## config.mk

```make
export PLATFORM = sky130hd
export DESIGN_NAME = sparse_polynomial_add_merge_core
export DESIGN_NICKNAME = d
export VERILOG_FILES = /design/src/spam_pkg.sv /design/src/sparse_polynomial_add_merge_core.sv
export SDC_FILE = /design/constraint.sdc
export NUM_CORES = 2
export LEC_CHECK = 0
export BUFFER_PORTS_ARGS = -buffer_cell sky130_fd_sc_hd__buf_4
export CAP_MARGIN = 20
export CORE_MARGIN = 2
export CORE_UTILIZATION = 34
export DETAILED_ROUTE_END_ITERATION = 6
export PLACE_DENSITY_LB_ADDON = 0.25
export SLEW_MARGIN = 15
export SYNTH_ARGS = -nofsm -noshare
export SYNTH_HDL_FRONTEND = slang
export SYNTH_SLANG_ARGS = --single-unit
```

## constraint.sdc

```tcl
create_clock -name clock -period 4.04 [get_ports clock]
set_input_delay 0.202 -clock clock [delete_from_list [all_inputs] [get_ports clock]]
set_output_delay 0.202 -clock clock [all_outputs]
set_load 0.01 [all_outputs]
```

## src/spam_pkg.sv

```systemverilog
// shared types, opcodes and defaults for the sparse polynomial add/merge block
package spam_pkg;

   // default list depth
   localparam int MAX_TERMS_DEFAULT = 32;

   // field widths fixed by the interface
   localparam int COEF_W = 32;
   localparam int EXP_W  = 16;
   localparam int SUM_W  = COEF_W + 1;
   localparam int OP_W   = 2;

   // operation codes
   localparam logic [OP_W-1:0] OP_LOAD_FIRST  = 2'd0;
   localparam logic [OP_W-1:0] OP_LOAD_SECOND = 2'd1;
   localparam logic [OP_W-1:0] OP_MERGE       = 2'd2;

   // input item
   typedef struct packed {
      logic [OP_W-1:0]          operation;
      logic signed [COEF_W-1:0] coefficient;
      logic [EXP_W-1:0]         exponent;
   } req_item_type;

   // result item
   typedef struct packed {
      logic signed [SUM_W-1:0] sum_coefficient;
      logic [EXP_W-1:0]        sum_exponent;
      logic                    last_term;
      logic                    empty_sum;
      logic                    dropped_terms;
   } rsp_item_type;

   // one stored term
   typedef struct packed {
      logic signed [COEF_W-1:0] coefficient;
      logic [EXP_W-1:0]         exponent;
   } term_type;

   // sequencer states
   typedef enum logic [1:0] {
      ST_IDLE,
      ST_READ,
      ST_EMIT
   } state_type;

endpackage

```

## src/sparse_polynomial_add_merge_core.sv

```systemverilog
// top level: two term memories and the merge sequencer
//
// Sparse polynomial adder. Items arrive on the req_ channel (valid/ready):
// operation load-first or load-second stores one term at the tail of its
// list, operation merge walks both lists in descending exponent order and
// sends one result item per output term on the rsp_ channel (valid/ready).
// Equal exponents are combined into one term with the 33-bit exact sum;
// the final term of a merge carries last_term. A merge of two empty lists
// gives one item with empty_sum and last_term set. Loads into a full list
// are dropped and flagged on every term of the next merge.
// Steps: a load is written into its term memory when it is accepted. A merge
// produces each output term by a synchronous read of both term memories
// (ST_READ) and then a compare-and-emit step (ST_EMIT); an empty sum also
// goes through the read and emit steps. New items are accepted only while
// no merge is running; a load may enter while the last result still waits.
// When the receiver stalls, the result register holds and the merge pauses
// in its emit step until the slot frees up.
// Reset clears both list counts, the dropped flag and the result slot; the
// term memories need no clearing since only entries below a count are used.
module sparse_polynomial_add_merge_core #(
   parameter int MAX_TERMS = spam_pkg::MAX_TERMS_DEFAULT
) (
   input  logic                   clock,
   input  logic                   reset,
   input  logic                   req_valid,
   output logic                   req_ready,
   input  spam_pkg::req_item_type req_item,
   output logic                   rsp_valid,
   input  logic                   rsp_ready,
   output spam_pkg::rsp_item_type rsp_item
);
   import spam_pkg::*;

   localparam int IDX_W = (MAX_TERMS > 1) ? $clog2(MAX_TERMS) : 1;
   localparam int CNT_W = $clog2(MAX_TERMS + 1);
   localparam logic [CNT_W-1:0] CNT_MAX = CNT_W'(MAX_TERMS);

   // control state
   state_type        state_ff, state_in;
   logic [CNT_W-1:0] first_count_ff, first_count_in;
   logic [CNT_W-1:0] second_count_ff, second_count_in;
   logic [CNT_W-1:0] first_idx_ff, first_idx_in;
   logic [CNT_W-1:0] second_idx_ff, second_idx_in;
   logic             overflow_ff, overflow_in;
   logic             rsp_valid_ff, rsp_valid_in;
   rsp_item_type     rsp_item_ff, rsp_item_in;

   // term memories
   term_type         first_mem [MAX_TERMS];
   term_type         second_mem [MAX_TERMS];
   term_type         first_rd_ff;
   term_type         second_rd_ff;
   logic             first_wr_en;
   logic             second_wr_en;
   term_type         wr_term;
   logic [IDX_W-1:0] first_rd_addr;
   logic [IDX_W-1:0] second_rd_addr;

   // merge datapath
   logic                    accept;
   logic                    out_free;
   logic                    emit_fire;
   logic                    all_empty;
   logic                    first_has;
   logic                    second_has;
   logic                    pick_first;
   logic                    pick_second;
   logic                    merge_done;
   logic signed [SUM_W-1:0] first_wide;
   logic signed [SUM_W-1:0] second_wide;

   assign accept    = req_valid && req_ready;
   assign out_free  = !rsp_valid_ff || rsp_ready;
   assign emit_fire = (state_ff == ST_EMIT) && out_free;
   assign all_empty = (first_count_ff == '0) && (second_count_ff == '0);

   // merge comparison on the terms read last cycle
   assign first_has   = first_idx_ff < first_count_ff;
   assign second_has  = second_idx_ff < second_count_ff;
   assign pick_first  = !second_has ||
                        (first_has && (first_rd_ff.exponent > second_rd_ff.exponent));
   assign pick_second = !pick_first &&
                        (!first_has || (first_rd_ff.exponent < second_rd_ff.exponent));
   assign first_wide  = {first_rd_ff.coefficient[COEF_W-1], first_rd_ff.coefficient};
   assign second_wide = {second_rd_ff.coefficient[COEF_W-1], second_rd_ff.coefficient};

   // read addresses, held in range past the end of a list
   assign first_rd_addr  = (first_idx_ff < CNT_MAX) ? first_idx_ff[IDX_W-1:0] : '0;
   assign second_rd_addr = (second_idx_ff < CNT_MAX) ? second_idx_ff[IDX_W-1:0] : '0;

   // next state
   always_comb begin
      state_in = state_ff;
      unique case (state_ff)
         ST_IDLE: begin
            if (accept && (req_item.operation == OP_MERGE)) begin
               state_in = ST_READ;
            end
         end
         ST_READ: begin
            state_in = ST_EMIT;
         end
         ST_EMIT: begin
            if (emit_fire) begin
               state_in = merge_done ? ST_IDLE : ST_READ;
            end
         end
         default: begin
            state_in = ST_IDLE;
         end
      endcase
   end

   // outputs, list bookkeeping and result slot
   always_comb begin
      req_ready       = (state_ff == ST_IDLE);
      first_count_in  = first_count_ff;
      second_count_in = second_count_ff;
      first_idx_in    = first_idx_ff;
      second_idx_in   = second_idx_ff;
      overflow_in     = overflow_ff;
      first_wr_en     = 1'b0;
      second_wr_en    = 1'b0;
      wr_term         = '{coefficient: req_item.coefficient, exponent: req_item.exponent};
      merge_done      = 1'b0;
      rsp_item_in     = rsp_item_ff;
      rsp_valid_in    = rsp_valid_ff && !rsp_ready;

      // loads
      if (accept) begin
         unique case (req_item.operation)
            OP_LOAD_FIRST: begin
               if (first_count_ff < CNT_MAX) begin
                  first_wr_en    = 1'b1;
                  first_count_in = first_count_ff + 1'b1;
               end else begin
                  overflow_in = 1'b1;
               end
            end
            OP_LOAD_SECOND: begin
               if (second_count_ff < CNT_MAX) begin
                  second_wr_en    = 1'b1;
                  second_count_in = second_count_ff + 1'b1;
               end else begin
                  overflow_in = 1'b1;
               end
            end
            default: begin
            end
         endcase
      end

      // emit one merged term
      if (emit_fire) begin
         rsp_valid_in = 1'b1;
         if (all_empty) begin
            rsp_item_in = '0;
            rsp_item_in.empty_sum = 1'b1;
            merge_done = 1'b1;
         end else begin
            rsp_item_in.empty_sum     = 1'b0;
            rsp_item_in.dropped_terms = overflow_ff;
            if (pick_first) begin
               rsp_item_in.sum_coefficient = first_wide;
               rsp_item_in.sum_exponent    = first_rd_ff.exponent;
               first_idx_in = first_idx_ff + 1'b1;
            end else if (pick_second) begin
               rsp_item_in.sum_coefficient = second_wide;
               rsp_item_in.sum_exponent    = second_rd_ff.exponent;
               second_idx_in = second_idx_ff + 1'b1;
            end else begin
               rsp_item_in.sum_coefficient = first_wide + second_wide;
               rsp_item_in.sum_exponent    = first_rd_ff.exponent;
               first_idx_in  = first_idx_ff + 1'b1;
               second_idx_in = second_idx_ff + 1'b1;
            end
            merge_done = !(first_idx_in < first_count_ff) &&
                         !(second_idx_in < second_count_ff);
         end
         rsp_item_in.last_term = merge_done;
         // both lists clear at the end of a merge
         if (merge_done) begin
            first_count_in  = '0;
            second_count_in = '0;
            first_idx_in    = '0;
            second_idx_in   = '0;
            overflow_in     = 1'b0;
         end
      end
   end

   assign rsp_valid = rsp_valid_ff;
   assign rsp_item  = rsp_item_ff;

   // control registers
   always_ff @(posedge clock) begin
      if (reset) begin
         state_ff        <= ST_IDLE;
         first_count_ff  <= '0;
         second_count_ff <= '0;
         first_idx_ff    <= '0;
         second_idx_ff   <= '0;
         overflow_ff     <= 1'b0;
         rsp_valid_ff    <= 1'b0;
      end else begin
         state_ff        <= state_in;
         first_count_ff  <= first_count_in;
         second_count_ff <= second_count_in;
         first_idx_ff    <= first_idx_in;
         second_idx_ff   <= second_idx_in;
         overflow_ff     <= overflow_in;
         rsp_valid_ff    <= rsp_valid_in;
      end
   end

   // result payload
   always_ff @(posedge clock) begin
      rsp_item_ff <= rsp_item_in;
   end

   // first list memory
   always_ff @(posedge clock) begin
      if (first_wr_en) begin
         first_mem[first_count_ff[IDX_W-1:0]] <= wr_term;
      end
      first_rd_ff <= first_mem[first_rd_addr];
   end

   // second list memory
   always_ff @(posedge clock) begin
      if (second_wr_en) begin
         second_mem[second_count_ff[IDX_W-1:0]] <= wr_term;
      end
      second_rd_ff <= second_mem[second_rd_addr];
   end

   // counts never pass the list depth
   assert property (@(posedge clock) disable iff (reset)
      (first_count_ff <= CNT_MAX) && (second_count_ff <= CNT_MAX))
      else $error("list count beyond depth");

   // a non-empty emit always has a term left in some list
   assert property (@(posedge clock) disable iff (reset)
      (state_ff == ST_EMIT && !all_empty) |-> (first_has || second_has))
      else $error("merge emit with both lists exhausted");

   // the last term of a merge leaves the block idle with cleared lists
   assert property (@(posedge clock) disable iff (reset)
      (emit_fire && merge_done) |=>
         (state_ff == ST_IDLE && first_count_ff == '0 && second_count_ff == '0 &&
          !overflow_ff && rsp_item_ff.last_term))
      else $error("merge end did not clear state");

   // an empty result is a lone zero last term
   assert property (@(posedge clock) disable iff (reset)
      (rsp_valid_ff && rsp_item_ff.empty_sum) |->
         (rsp_item_ff.last_term && rsp_item_ff.sum_coefficient == '0 &&
          rsp_item_ff.sum_exponent == '0 && !rsp_item_ff.dropped_terms))
      else $error("malformed empty result");

endmodule
```

==> reports/qor.yml <==
die:
  dieArea_um2: 377000
  start_util_pct: 34.2
  die_x_um: 614
  core-area_um2: 370000
  core.rowCount: 223
  die_y_um: 614
  io_pins: 108
place:
  gp_congestion: 0.871
  hpwl_um: 207000
  place_inst: 11226
  io_buffers: 107
  dpl_cell_area_um2: 137000
global_route:
  grt_max_degree: 127
  grt_pass1_vias: 64174
  antenna_found_initial: 45
  grt_use_total_pct: 19.7
  grt_pass1_wl_um: 521000
  overflow: 0
logic_synthesis:
  synth_edf_count: 3124
  syn_nets: 6269
  synth_warnings: 0
  yosysUniqueCellTypes: 75
  synthArstFlopShare_pct: 0
  synthCells: 6136
  synth_area_um2: 126000
  synth-seq-cells: 3248
  synth_area_per_cell_um2: 20.6
  ys.flop_type: "edfxtp_1"
  seq_area_frac_synth_pct: 76.2
route:
  postRouteAntennaNets: 0
  wl_per_cell_um: 31.7
  drc: 0
  vias: 65036
  vias_per_cell: 5.46
  first_pass_iters: 5
  drt_iter0_markers: 7337
  wl_um: 378000
sta:
  period_needed_ns: 4.00
  finalSetupViolations: 0
  worst_slew_pin_slew_ns: 1.10
  hold_slack_ns: 0.149
  rsz0062_at_grt: "yes"
  slew-limit-headroom_pct: 26.5
  finClkSkew_ns: 0.0388
  max_freq_mhz: 250
  drv_slew: 0
  final_hold_viol_count: 0
  fin_crit_sh_pct: 98.9
setup_path:
  slowest_stage: "or3_4"
  crit_top_cell: "nor2_4"
  required_ns: 4.84
  end_kind: "flip-flop"
  cp_max_fo: 4
  cp-start-kind: "flip-flop"
  critPathKind: "flip-flop to flip-flop"
  crit_chain: "inv_2, ha_4, nand4_1, or3_4, a21oi_4, o31a_1, nor2_4, nor2_4, nand3_2, xnor2_2, ha_1, a21oi_2, nor3b_2, and2_1, a211o_1, o21a_2, o21ai_4, buf_4, clkbuf_16, nor2_1"
  worstPathArrival_ns: 4.80
  slowest_delay_ns: 0.44
layout:
  seqCellArea_um2: 96300
  nNetsFinal: 6816
  multi_input_area_um2: 29400
  areaGrowthSynthToFinish_pct: 17.3
  drive_above_1_share_pct: 25.3
  fin_cells: 11916
  post-route-util_pct: 40.1
  n_fill_cell: 32595
  fin_area_um2: 148000
clocking:
  cts_inserted_buffers: 341
  clock_sinks: 3248
  cts_tree: "yes"
  worstSkewPairLatency_ns: 0.94
  cts_buffer_depth: 4
  h-tree-depth: 5
  clockRootBuffer: "clkbuf_16"
  clkTransAtPathRegs_ns: 0.06
power_and_ir_drop:
  power-per-cell-area_nw_per_um2: 467
  power.leakage_uw: 0.0454
  ir_drop_mv: 0.354
outcome:
  status: "finished, final reports clean"
hold_path:
  hold_path.class: "input pin to flip-flop"
run:
  cap_viol_max_count: 0
[cell usage after synthesis (9+ instances only)]
master | count | area share, %
edfxtp_1 | 3124 | 74
mux2i_1 | 773 | 6.1
mux4_2 | 576 | 10
o22ai_1 | 387 | 1.9
clkbuf_1 | 224 | 0.66
dfxtp_1 | 124 | 2.0
nor2_1 | 110 | 0.33
mux2_2 | 96 | 0.85
nand2_1 | 92 | 0.27
ha_1 | 78 | 0.77
a21oi_1 | 76 | 0.30
buf_1 | 49 | 0.15
buf_2 | 49 | 0.19
inv_1 | 44 | 0.13
xnor2_1 | 31 | 0.21
nand3_1 | 30 | 0.12
o21ai_0 | 29 | 0.11
nand4_1 | 19 | 0.094
nor3_1 | 18 | 0.071
nand2b_1 | 16 | 0.079
nor2b_1 | 13 | 0.064
o221ai_1 | 13 | 0.090
a22oi_1 | 12 | 0.071
xor2_1 | 12 | 0.083
a21o_1 | 10 | 0.059
buf_4 | 9 | 0.053
nor2_2 | 9 | 0.045
o21a_1 | 9 | 0.053
[kinds of logic after synthesis]
group,count (synthesis),share of synthesized area (%)
DFF,3248,76.2
buffers and inverters,378,1.21
AOI/OAI and AO/OA,602,3.07
adders and majority gates,79,0.788
and+or+nand+nor,341,1.25
muxes,1445,17.2
xor gates and xnor gates,43,0.298
[report_power, final]
part           switching [µW]  internal, µW  total (µW)
clock network           13000         17300       30300
registers                70.4         37000       37100
logic                    1290           624        1910
[stage by stage]
stage | power [µW] | setup slack, ns | TNS, ns
final | 69300 | 0.0430 | 0
after global routing | 71300 | -0.159 | -2.02
after CTS | 69900 | 0.0133 | 0
after detailed placement | 39600 | -0.0934 | -0.921
after global placement | 39500 | -0.121 | -1.72
after floorplan | 38500 | -0.275 | -365.11
[sequential cells by signal, summed over array words and instances, names as in the netlist]
name,flops
first_mem,1536
rsp_valid,1
first_count_ff,6
first_idx_ff,6
second_rd_ff,48
state_ff,2
second_idx_ff,6
rsp_item,52
first_rd_ff,48
second_count_ff,6
second_mem,1536
overflow_ff,1
[critical path, delay by kind of cell (launching register included)]
family,cells,cell delay [ns]
adder cells (fa/ha/maj),2,0.58
buffers and inverters,3,0.37
XOR/XNOR,1,0.16
flip-flops,1,0.34
AO/OA/AOI/OAI,6,1.24
AND/OR/NAND/NOR,8,1.22
[cells in the final DEF (no fill, tap or decap), drive strengths merged, types with 10 or more instances in the layout]
master,n
edfxtp,3124
mux2i,773
mux4,576
buf,480
clkbuf,460
o22ai,387
dfxtp,124
nor2,119
clkinv,118
mux2,96
nand2,94
a21oi,81
ha,78
dlygate4sd3,56
inv,56
o21ai,34
xnor2,31
nand3,30
nand4,19
bufinv,19
nor3,18
nand2b,16
o221ai,13
nor2b,13
diode,12
xor2,12
a22oi,12
a21o,10
o21a,10
[layout make-up]
class                           instances  share of cell area (%)
Timing Repair Buffer                  537                    3.72
Multi-Input combinational cell       2510                    19.8
Inverter                               45                   0.115
Clock inverter                        155                   0.973
Antenna cell                           12                  0.0202
Clock buffer                          459                    6.24
Sequential cell                      3248                    64.9
Tap cell                             4950                    4.17
[layer usage]
layer	vias up	GRT usage [%]	wire length [µm]
li1	26678	-	-
met1	35428	27.1	159000
met2	2410	32.9	185000
met3	516	2.66	24000
met4	4	5.21	9760
met5	-	0	28
[repair_timing]
item                        CTS  global route
hold buffers                 56             0
resized for setup            10            36
setup buffers                 2             7
pin swaps                     8            33
cloned                        0             1
hold endpoints to repair   3096             0
setup endpoints to repair    20            26
[worst paths after layout]
kind | startpoint | to | slack [ns] | cells after the start
worst max-delay path | second_rd_ff[11] | second_count_ff[2] | 0.04 | 20
worst min register to register | overflow_ff | overflow_ff | 0.48 | 2
worst max register to register | second_rd_ff[11] | second_count_ff[2] | 0.04 | 20
worst min-delay path | reset | state_ff[1] | 0.15 | 3
No activity file was read; power rests on OpenSTA's default activity.
